`src/rtl/core/fes_pkg.sv`:
```
package fes_pkg;

   localparam int WORDS_PER_LINE_DEF = 120;

   localparam int WORD_W     = 16;
   localparam int PIXEL_W    = 8;
   localparam int INDEX_W    = 15;
   localparam int ROWS_W     = 8;
   localparam int CSR_DATA_W = 32;
   localparam int LCG_W      = 32;

   localparam logic [ROWS_W-1:0]  ROWS_RESET = 8'd162;
   localparam logic [LCG_W-1:0]   SEED_RESET = 32'h5BD1_E995;
   localparam logic [LCG_W-1:0]   LCG_MUL    = 32'd1566083941;
   localparam logic [LCG_W-1:0]   LCG_ADD    = 32'd2531011;
   localparam logic [WORD_W-1:0]  SEED_OR    = 16'h1F1F;

   typedef enum logic [0:0] {
      CSR_FRAME_ROWS = 1'b0,
      CSR_SEED       = 1'b1
   } csr_index_type;

   typedef struct packed {
      logic [WORD_W-1:0] far;   // word line+1 back
      logic [WORD_W-1:0] mid;   // word one line back
      logic [WORD_W-1:0] near;  // word line-1 back
   } fes_taps_type;

   typedef struct packed {
      logic               is_seed;
      logic [INDEX_W-1:0] dst_index;
      logic [WORD_W-1:0]  rand_word;
   } fes_pos_type;

   // 255 * (four pixels) >> 10 for each half of the pair
   function automatic logic [WORD_W-1:0] smooth_pair(
      input logic [WORD_W-1:0] b,
      input logic [WORD_W-1:0] c,
      input logic [WORD_W-1:0] r,
      input logic [WORD_W-1:0] l
   );
      logic [9:0]  sum_e;
      logic [9:0]  sum_d;
      logic [17:0] prod_e;
      logic [17:0] prod_d;
      sum_e  = 10'(b[7:0]) + 10'(c[7:0]) + 10'(c[15:8]) + 10'(l[15:8]);
      sum_d  = 10'(b[15:8]) + 10'(c[15:8]) + 10'(r[7:0]) + 10'(b[7:0]);
      prod_e = {sum_e, 8'b0} - {8'b0, sum_e};
      prod_d = {sum_d, 8'b0} - {8'b0, sum_d};
      return {prod_d[17:10], prod_e[17:10]};
   endfunction

endpackage

```
`src/rtl/core/fes_if.sv`:
```
interface fes_req_if import fes_pkg::*; ();
   logic              valid;
   logic              ready;
   logic [WORD_W-1:0] src_word;
   logic              frame_start;

   modport source (output valid, output src_word, output frame_start, input ready);
   modport sink   (input valid, input src_word, input frame_start, output ready);
endinterface

interface fes_rsp_if import fes_pkg::*; ();
   logic               valid;
   logic               ready;
   logic [WORD_W-1:0]  dst_word;
   logic [INDEX_W-1:0] dst_index;
   logic               is_seed_row;

   modport source (output valid, output dst_word, output dst_index, output is_seed_row,
                   input ready);
   modport sink   (input valid, input dst_word, input dst_index, input is_seed_row,
                   output ready);
endinterface

interface fes_csr_if import fes_pkg::*; ();
   logic                  valid;
   logic                  ready;
   csr_index_type         index;
   logic [CSR_DATA_W-1:0] data;

   modport source (output valid, output index, output data, input ready);
   modport sink   (input valid, input index, input data, output ready);
endinterface

```
`src/rtl/core/fes_ram.sv`:
```
module fes_ram #(
   parameter int WIDTH = 16,
   parameter int DEPTH = 119
) (
   input  logic                     clock,
   input  logic                     wr_en,
   input  logic [$clog2(DEPTH)-1:0] wr_addr,
   input  logic [WIDTH-1:0]         wr_data,
   input  logic [$clog2(DEPTH)-1:0] rd_addr,
   output logic [WIDTH-1:0]         rd_data
);

   logic [WIDTH-1:0] mem [DEPTH];
   logic [WIDTH-1:0] rd_data_ff;

   always_ff @(posedge clock) begin
      if (wr_en) begin
         mem[wr_addr] <= wr_data;
      end
      rd_data_ff <= mem[rd_addr];
   end

   assign rd_data = rd_data_ff;

endmodule

```
`src/rtl/core/fes_delay_line.sv`:
```
module fes_delay_line import fes_pkg::*; #(
   parameter int WORDS_PER_LINE = WORDS_PER_LINE_DEF
) (
   input  logic              clock,
   input  logic              reset,
   input  logic              advance,
   input  logic [WORD_W-1:0] wr_word,
   output fes_taps_type      taps
);

   localparam int DL_DEPTH = WORDS_PER_LINE - 1;
   localparam int AW       = $clog2(DL_DEPTH);
   localparam logic [AW-1:0] LAST = AW'(DL_DEPTH - 1);

   logic [AW-1:0]     wp_ff;
   logic [AW-1:0]     wp_in;
   logic [AW-1:0]     wp_inc;
   logic [WORD_W-1:0] near_word;
   logic [WORD_W-1:0] mid_ff;
   logic [WORD_W-1:0] far_ff;

   // the slot about to be overwritten holds the word line-1 back;
   // read ahead at the next pointer so data is ready for the next item
   assign wp_inc = (wp_ff == LAST) ? '0 : wp_ff + AW'(1);
   assign wp_in  = advance ? wp_inc : wp_ff;

   fes_ram #(
      .WIDTH (WORD_W),
      .DEPTH (DL_DEPTH)
   ) u_ram (
      .clock   (clock),
      .wr_en   (advance),
      .wr_addr (wp_ff),
      .wr_data (wr_word),
      .rd_addr (wp_in),
      .rd_data (near_word)
   );

   always_ff @(posedge clock) begin
      if (reset) begin
         wp_ff <= '0;
      end else begin
         wp_ff <= wp_in;
      end
   end

   always_ff @(posedge clock) begin
      if (advance) begin
         mid_ff <= near_word;
         far_ff <= mid_ff;
      end
   end

   assign taps.near = near_word;
   assign taps.mid  = mid_ff;
   assign taps.far  = far_ff;

endmodule

```
`src/rtl/core/fes_frame_ctrl.sv`:
```
module fes_frame_ctrl import fes_pkg::*; #(
   parameter int WORDS_PER_LINE = WORDS_PER_LINE_DEF
) (
   input  logic                  clock,
   input  logic                  reset,
   input  logic                  advance,
   input  logic                  frame_start,
   input  logic                  csr_wr,
   input  csr_index_type         csr_index,
   input  logic [CSR_DATA_W-1:0] csr_data,
   output fes_pos_type           pos_info
);

   localparam int POS_W = $clog2(((1 << ROWS_W) + 1) * WORDS_PER_LINE + 1);
   localparam int EXT_W = (POS_W + 1 > INDEX_W) ? POS_W + 1 : INDEX_W;
   localparam logic [POS_W-1:0] SEED_WORDS = POS_W'(2 * WORDS_PER_LINE);
   localparam logic [POS_W-1:0] LINE       = POS_W'(WORDS_PER_LINE);
   localparam logic [POS_W-1:0] BASE_RESET = POS_W'(int'(ROWS_RESET) * WORDS_PER_LINE);
   localparam logic [POS_W-1:0] LEN_RESET  =
      POS_W'((int'(ROWS_RESET) + 2) * WORDS_PER_LINE);

   logic [POS_W-1:0] pos_ff;
   logic [POS_W-1:0] pos_in;
   logic [POS_W-1:0] len_ff;
   logic [POS_W-1:0] base_ff;
   logic [LCG_W-1:0] lcg_ff;
   logic [POS_W-1:0] pos_cur;
   logic [POS_W-1:0] pos_nxt;
   logic [POS_W-1:0] rows_base;
   logic [LCG_W-1:0] lcg_next;
   logic [EXT_W-1:0] seed_idx;
   logic [EXT_W-1:0] smooth_idx;
   logic             is_seed;

   assign pos_cur  = (frame_start || pos_ff >= len_ff) ? '0 : pos_ff;
   assign pos_nxt  = pos_cur + POS_W'(1);
   assign pos_in   = (pos_nxt >= len_ff) ? '0 : pos_nxt;
   assign is_seed  = pos_cur < SEED_WORDS;

   assign lcg_next = lcg_ff * LCG_MUL + LCG_ADD;

   assign seed_idx   = EXT_W'(base_ff) + EXT_W'(pos_cur);
   assign smooth_idx = EXT_W'(pos_cur) - EXT_W'(SEED_WORDS);

   assign rows_base = POS_W'(csr_data[ROWS_W-1:0]) * LINE;

   assign pos_info.is_seed   = is_seed;
   assign pos_info.dst_index = is_seed ? seed_idx[INDEX_W-1:0] : smooth_idx[INDEX_W-1:0];
   assign pos_info.rand_word = lcg_next[LCG_W-1:LCG_W-WORD_W] | SEED_OR;

   always_ff @(posedge clock) begin
      if (reset) begin
         pos_ff  <= '0;
         len_ff  <= LEN_RESET;
         base_ff <= BASE_RESET;
         lcg_ff  <= SEED_RESET;
      end else begin
         if (advance) begin
            pos_ff <= pos_in;
            if (is_seed) begin
               lcg_ff <= lcg_next;
            end
         end
         if (csr_wr) begin
            case (csr_index)
               CSR_FRAME_ROWS: begin
                  base_ff <= rows_base;
                  len_ff  <= rows_base + SEED_WORDS;
               end
               CSR_SEED: begin
                  lcg_ff <= csr_data[LCG_W-1:0];
               end
               default: begin
               end
            endcase
         end
      end
   end

endmodule

```
`src/rtl/core/fire_effect_stencil_unit.sv`:
```
// Fire effect stencil. Takes the previous fire frame as a stream of 16-bit words
// (two 8-bit pixels, low byte even) and returns one word of the new frame per
// item with its destination word index. The first two source lines of a frame
// produce LCG random seed words ORed with 0x1F1F (is_seed_row set); every later
// word yields a smoothed pixel pair from four neighbors, three from a one-line
// delay line. A word with frame_start high restarts the position at zero, as
// does the end of a frame of frame_rows + 2 lines. Rate is one item per clock
// while the output is not stalled: the smoothing and the LCG step sit between
// the input handshake and a single output register, and the delay line is a RAM
// with one write and one read per cycle plus two tap registers. Configuration
// writes take effect immediately and should only be issued while the unit is
// idle; writing the seed reloads the generator state.
module fire_effect_stencil_unit import fes_pkg::*; #(
   parameter int WORDS_PER_LINE = WORDS_PER_LINE_DEF
) (
   input  logic  clock,
   input  logic  reset,
   fes_req_if.sink   req_ch,
   fes_rsp_if.source rsp_ch,
   fes_csr_if.sink   csr_ch
);

   logic               accept;
   logic               csr_wr;
   fes_taps_type       taps;
   fes_pos_type        pos_info;
   logic               rsp_valid_ff;
   logic [WORD_W-1:0]  dst_word_ff;
   logic [WORD_W-1:0]  dst_word_in;
   logic [INDEX_W-1:0] dst_index_ff;
   logic               is_seed_ff;

   assign req_ch.ready = !rsp_valid_ff || rsp_ch.ready;
   assign accept       = req_ch.valid && req_ch.ready;
   assign csr_ch.ready = 1'b1;
   assign csr_wr       = csr_ch.valid;

   fes_delay_line #(
      .WORDS_PER_LINE (WORDS_PER_LINE)
   ) u_delay_line (
      .clock   (clock),
      .reset   (reset),
      .advance (accept),
      .wr_word (req_ch.src_word),
      .taps    (taps)
   );

   fes_frame_ctrl #(
      .WORDS_PER_LINE (WORDS_PER_LINE)
   ) u_frame_ctrl (
      .clock       (clock),
      .reset       (reset),
      .advance     (accept),
      .frame_start (req_ch.frame_start),
      .csr_wr      (csr_wr),
      .csr_index   (csr_ch.index),
      .csr_data    (csr_ch.data),
      .pos_info    (pos_info)
   );

   assign dst_word_in = pos_info.is_seed ? pos_info.rand_word
                      : smooth_pair(taps.mid, req_ch.src_word, taps.near, taps.far);

   always_ff @(posedge clock) begin
      if (reset) begin
         rsp_valid_ff <= 1'b0;
      end else if (accept) begin
         rsp_valid_ff <= 1'b1;
      end else if (rsp_ch.ready) begin
         rsp_valid_ff <= 1'b0;
      end
   end

   always_ff @(posedge clock) begin
      if (accept) begin
         dst_word_ff  <= dst_word_in;
         dst_index_ff <= pos_info.dst_index;
         is_seed_ff   <= pos_info.is_seed;
      end
   end

   assign rsp_ch.valid       = rsp_valid_ff;
   assign rsp_ch.dst_word    = dst_word_ff;
   assign rsp_ch.dst_index   = dst_index_ff;
   assign rsp_ch.is_seed_row = is_seed_ff;

endmodule
```
`src/flat_wrapper.sv`:
```
// flat-port wrapper written by rule: the top's interface ports become plain ports
module fire_effect_stencil_unit_flat import fes_pkg::*;
#(
   parameter int WORDS_PER_LINE = WORDS_PER_LINE_DEF
)
  (clock, reset, req_ch_valid, req_ch_src_word, req_ch_frame_start, req_ch_ready, rsp_ch_valid, rsp_ch_dst_word, rsp_ch_dst_index, rsp_ch_is_seed_row, rsp_ch_ready, csr_ch_valid, csr_ch_index, csr_ch_data, csr_ch_ready);
  fes_req_if req_ch_i ();
  fes_rsp_if rsp_ch_i ();
  fes_csr_if csr_ch_i ();
  input  logic clock;
  input  logic reset;
  input wire logic [$bits(req_ch_i.valid)-1:0] req_ch_valid;
  input wire logic [$bits(req_ch_i.src_word)-1:0] req_ch_src_word;
  input wire logic [$bits(req_ch_i.frame_start)-1:0] req_ch_frame_start;
  output wire logic [$bits(req_ch_i.ready)-1:0] req_ch_ready;
  output wire logic [$bits(rsp_ch_i.valid)-1:0] rsp_ch_valid;
  output wire logic [$bits(rsp_ch_i.dst_word)-1:0] rsp_ch_dst_word;
  output wire logic [$bits(rsp_ch_i.dst_index)-1:0] rsp_ch_dst_index;
  output wire logic [$bits(rsp_ch_i.is_seed_row)-1:0] rsp_ch_is_seed_row;
  input wire logic [$bits(rsp_ch_i.ready)-1:0] rsp_ch_ready;
  input wire logic [$bits(csr_ch_i.valid)-1:0] csr_ch_valid;
  input wire logic [$bits(csr_ch_i.index)-1:0] csr_ch_index;
  input wire logic [$bits(csr_ch_i.data)-1:0] csr_ch_data;
  output wire logic [$bits(csr_ch_i.ready)-1:0] csr_ch_ready;
  assign req_ch_i.valid = req_ch_valid;
  assign req_ch_i.src_word = req_ch_src_word;
  assign req_ch_i.frame_start = req_ch_frame_start;
  assign req_ch_ready = req_ch_i.ready;
  assign rsp_ch_valid = rsp_ch_i.valid;
  assign rsp_ch_dst_word = rsp_ch_i.dst_word;
  assign rsp_ch_dst_index = rsp_ch_i.dst_index;
  assign rsp_ch_is_seed_row = rsp_ch_i.is_seed_row;
  assign rsp_ch_i.ready = rsp_ch_ready;
  assign csr_ch_i.valid = csr_ch_valid;
  assign csr_ch_i.index = csr_ch_index;
  assign csr_ch_i.data = csr_ch_data;
  assign csr_ch_ready = csr_ch_i.ready;
  fire_effect_stencil_unit #(.WORDS_PER_LINE(WORDS_PER_LINE)) u_core (.clock(clock), .reset(reset), .req_ch(req_ch_i), .rsp_ch(rsp_ch_i), .csr_ch(csr_ch_i));
endmodule
```
`config.mk`:
```
export PLATFORM = sky130hd
export DESIGN_NAME = fire_effect_stencil_unit_flat
export DESIGN_NICKNAME = d
export VERILOG_FILES = /design/src/rtl/core/fes_pkg.sv /design/src/rtl/core/fes_if.sv /design/src/rtl/core/fes_ram.sv /design/src/rtl/core/fes_delay_line.sv /design/src/rtl/core/fes_frame_ctrl.sv /design/src/rtl/core/fire_effect_stencil_unit.sv /design/src/flat_wrapper.sv
export SDC_FILE = /design/constraint.sdc
export NUM_CORES = 2
export LEC_CHECK = 0
export BUFFER_PORTS_ARGS = -buffer_cell sky130_fd_sc_hd__buf_2
export CAP_MARGIN = 40
export CORE_MARGIN = 1
export CORE_UTILIZATION = 60
export CTS_BUF_LIST = sky130_fd_sc_hd__clkbuf_8
export DETAILED_ROUTE_END_ITERATION = 10
export PLACE_DENSITY = 0.86
export SLEW_MARGIN = 20
export SYNTH_ARGS = -nofsm -noshare
export SYNTH_HDL_FRONTEND = slang
export SYNTH_SLANG_ARGS = --single-unit
export TNS_END_PERCENT = 10
```
`constraint.sdc`:
```
create_clock -name clock -period 7.8 [get_ports clock]
set_clock_uncertainty 0.2 [all_clocks]
set_input_delay 1.56 -clock clock [delete_from_list [all_inputs] [get_ports clock]]
set_output_delay 1.56 -clock clock [all_outputs]
set_load 0.03 [all_outputs]
```
==> key figures <==
CTS
  – Longest Clk Path Bufs: 4
  – H-tree Lvls: 5
  – Hold bufs inserted after CTS: 0
  – Worst skew pair latency: 1.08 ns
  – # resized after CTS: 0
  – CTS tree: yes
  – Clk slew on worst S/H paths: 0.06 ns
  – Total CTS buffers: 333
  – Clock root buffer: clkbuf_8
  – Sink Count: 2,054
  – Setup bufs post-CTS: 0

Floorplanning
  – Initial Util: 60.41%
  – Die Height: 395.6 microns
  – Core area: 0.1539 sq mm
  – Die ar.: 0.1565 sq mm
  – Ports: 90
  – Rows: 144
  – Die width: 395.6 microns

Synth
  – Flops & latches, synth: 2,054
  – Post-synthesis sequential area ratio: 65.34%
  – Syn_area_per_cell: 12.25 sq um
  – Primary FF master, synth: edfxtp_1
  – Syn. warnings: 0
  – Cell area after synthesis: 0.09296 sq mm
  – Yosys top cell area share: 63.32%
  – Yosys cell types: 85
  – FFs w/ async S/R, synth: 0%
  – Post-Syn Nets: 8,144
  – Post-Synthesis Cells: 7,591
  – Ranking of synthesized cells by area: edfxtp_1 (63%), nand2_1 (7.6%), nand3_1 (4.6%)
  – Post-synth EDFFs: 1,960
  – Synth area leader: edfxtp_1

Placement
  – Final HPWL DP: 163,600 microns
  – Port bufs: 88
  – Final Wtd Congestion: 0.9916

Detailed routing
  – DR vias: 64.55k
  – Via-to-Cell Ratio: 6.360
  – DRC: 0
  – Total Routed Length: 262,100 microns
  – DR iter-0 viols: 9,891
  – First-pass detailed-route iteration total: 8
  – Post-DR wirelength/cell: 25.82 microns
  – Post-DRT Antenna Nets: 0

Flow run
  – Max cap viols: 0

Setup path
  – Worst Path Max Fanout: 9
  – Slowest stage cell, crit path: dfxtp_1
  – CP Cell Sequence: ha_1 > fa_1 > inv_1 > fa_1 > inv_1 > fa_1 > ha_1 > fa_1 > fa_1 > inv_1 > fa_1 > inv_1 > ha_1 > nand2_1 > a221oi_1 > a21oi_1 > nor4b_1 > o2111ai_1 > a31oi_1 > xnor2_1 > mux2_2
  – Most frequent CP cell: fa_1
  – Arrival time worst endpoint: 7.84 ns
  – CP Data Required Time: 8.32 ns
  – Setup crit end kind: register
  – Max incr delay on CP: 0.63 ns
  – Crit Path Class: reg2reg
  – Crit path buf inv count: 4
  – Startpoint Class: register
  – Family with the most delay on the worst path: adder cells

STA
  – Final hold vios: 0
  – Final TNS setup: 0 ns
  – # setup viols final: 0
  – Slew Viols, Final: 0
  – Worst slew pin tran: 1.013 ns
  – Slew headroom: 31.82%
  – Minimum clock period: 7.321 ns
  – Post-route clock period utilization: 93.85%
  – Fmax: 136.6 MHz
  – RSZ-0062 raised after global routing: false

Cells and area
  – FILL cells: 10.09k
  – Layout Nets: 8,428
  – Share of layout cells above drive strength 1: 10.37%
  – Final core occ: 66.69%
  – Layout area overhead: 10.39%

Global routing
  – Total track usage: 33.05%
  – Antenna violations before repair: 11
  – Global-route wire length before repair: 385,600 microns
  – GR Overflow Total: 0
  – Pin count of the biggest net entering global routing: 194
  – Vias in the first global route: 63.40k

Hold path
  – Hold Crit Class: reg2reg

Status
  – Status: completed
==> layer usage <==
layer	track usage (%)	share of wire [%]	vias to the layer above
met5	0	0.014	-
met4	19.96	6.6	6
met3	7.883	13	961
met2	51.65	46	5042
met1	42.17	34	30900
li1	-	-	27640
==> logic make-up (layout without fill, tap and decap cells) <==
group	after synthesis	after routing	synth area share, %
xor+xnor	138	138	1.300
buf+inv	757	1267	3.431
flops	2054	2054	65.34
simple gates	3316	3316	15.51
compound gates	785	785	5.177
mux	42	42	0.8857
other cells	1	6	0.004034
fa+ha+maj	498	498	8.351
==> layout by cell type, fill, tap and decap left out, drive strengths merged, types with 84 or more instances in the layout <==
cell and count:
a21oi 442, buf 348, clkbuf 346, clkinv 99
dfxtp 94, edfxtp 1960, fa 204, ha 294
inv 450, nand2 1894, nand3 848, nor2 243
nor4 84, xnor2 89
==> worst paths after layout <==
kind                                          from                        endpoint  slack [ns]  depth (start not counted)
max                  u_core.u_frame_ctrl.lcg_ff[6]      u_core.rsp_ch.dst_word[15]        0.48                         21
min reg2reg  u_core.u_delay_line.u_ram.rd_data[13]  u_core.u_delay_line.mid_ff[13]        0.20                          0
max reg2reg          u_core.u_frame_ctrl.lcg_ff[6]      u_core.rsp_ch.dst_word[15]        0.48                         21
min          u_core.u_delay_line.u_ram.rd_data[13]  u_core.u_delay_line.mid_ff[13]        0.20                          0
==> metrics by stage <==
step | std cells | cell area [sq um] | setup slack [ns] | hold slack (ns)
finish | 10150 | 102600 | 0.4794 | 0.2046
global route | 10150 | 102600 | 0.1970 | 0.2077
floorplan | 7591 | 92960 | 1.291 | 0.1855
CTS | 10130 | 102300 | 0.5696 | 0.2055
detailed placement | 9565 | 96550 | 0.6051 | 0.1921
global placement | 9527 | 96020 | 0.6119 | 0.1883
==> synth_stat cells, types with 6 or more instances <==
master / number
fa_1: 204
nor4_1: 82
and2_1: 19
a21boi_0: 6
nor3_1: 35
or4_1: 7
nor2_1: 243
nand3_1: 848
mux4_2: 32
a32oi_1: 15
a21oi_1: 440
edfxtp_1: 1960
o2111ai_1: 6
nand4_1: 38
or3_1: 38
nand3b_1: 6
dfxtp_1: 94
nand2_1: 1893
a31oi_1: 58
ha_1: 294
inv_1: 340
a211oi_1: 14
o211ai_1: 20
o21a_1: 11
a311oi_1: 37
nor2b_1: 21
a22oi_1: 20
buf_2: 223
o2111a_1: 15
buf_4: 16
o21ai_0: 51
buf_1: 25
xnor2_1: 89
mux2i_1: 8
and3_1: 52
clkbuf_1: 147
xor2_1: 49
o21bai_1: 20
a21o_1: 30
==> registers in the layout (all words and copies together), names as in the netlist <==
signal,cells
u_core.rsp_ch.dst_word,16
u_core.u_frame_ctrl.base_ff,12
u_core.u_delay_line.wp_ff,7
u_core.rsp_ch.valid,1
u_core.u_delay_line.far_ff,8
u_core.u_frame_ctrl.pos_ff,15
u_core.rsp_ch.dst_index,15
u_core.u_frame_ctrl.lcg_ff,32
u_core.u_delay_line.u_ram.rd_data,16
u_core.rsp_ch.is_seed_row,1
u_core.u_delay_line.mid_ff,16
u_core.u_frame_ctrl.len_ff,11
u_core.u_delay_line.u_ram.mem,1904
==> layout make-up <==
cell class              instances  area (sq um)  area share, %
well taps                    2044          2557          2.492
inverters                     344          1292          1.260
diodes                          5         12.51        0.01219
repair buffers                362          3094          3.015
flip-flops and latches       2054         60740          59.19
multi-input cells            4780         29130          28.39
clock inverters               220          1092          1.064
clock buffers                 341          4693          4.574
Power is not shown: default switching activity piles up to over one toggle a cycle in this logic, so the estimate is an artifact.
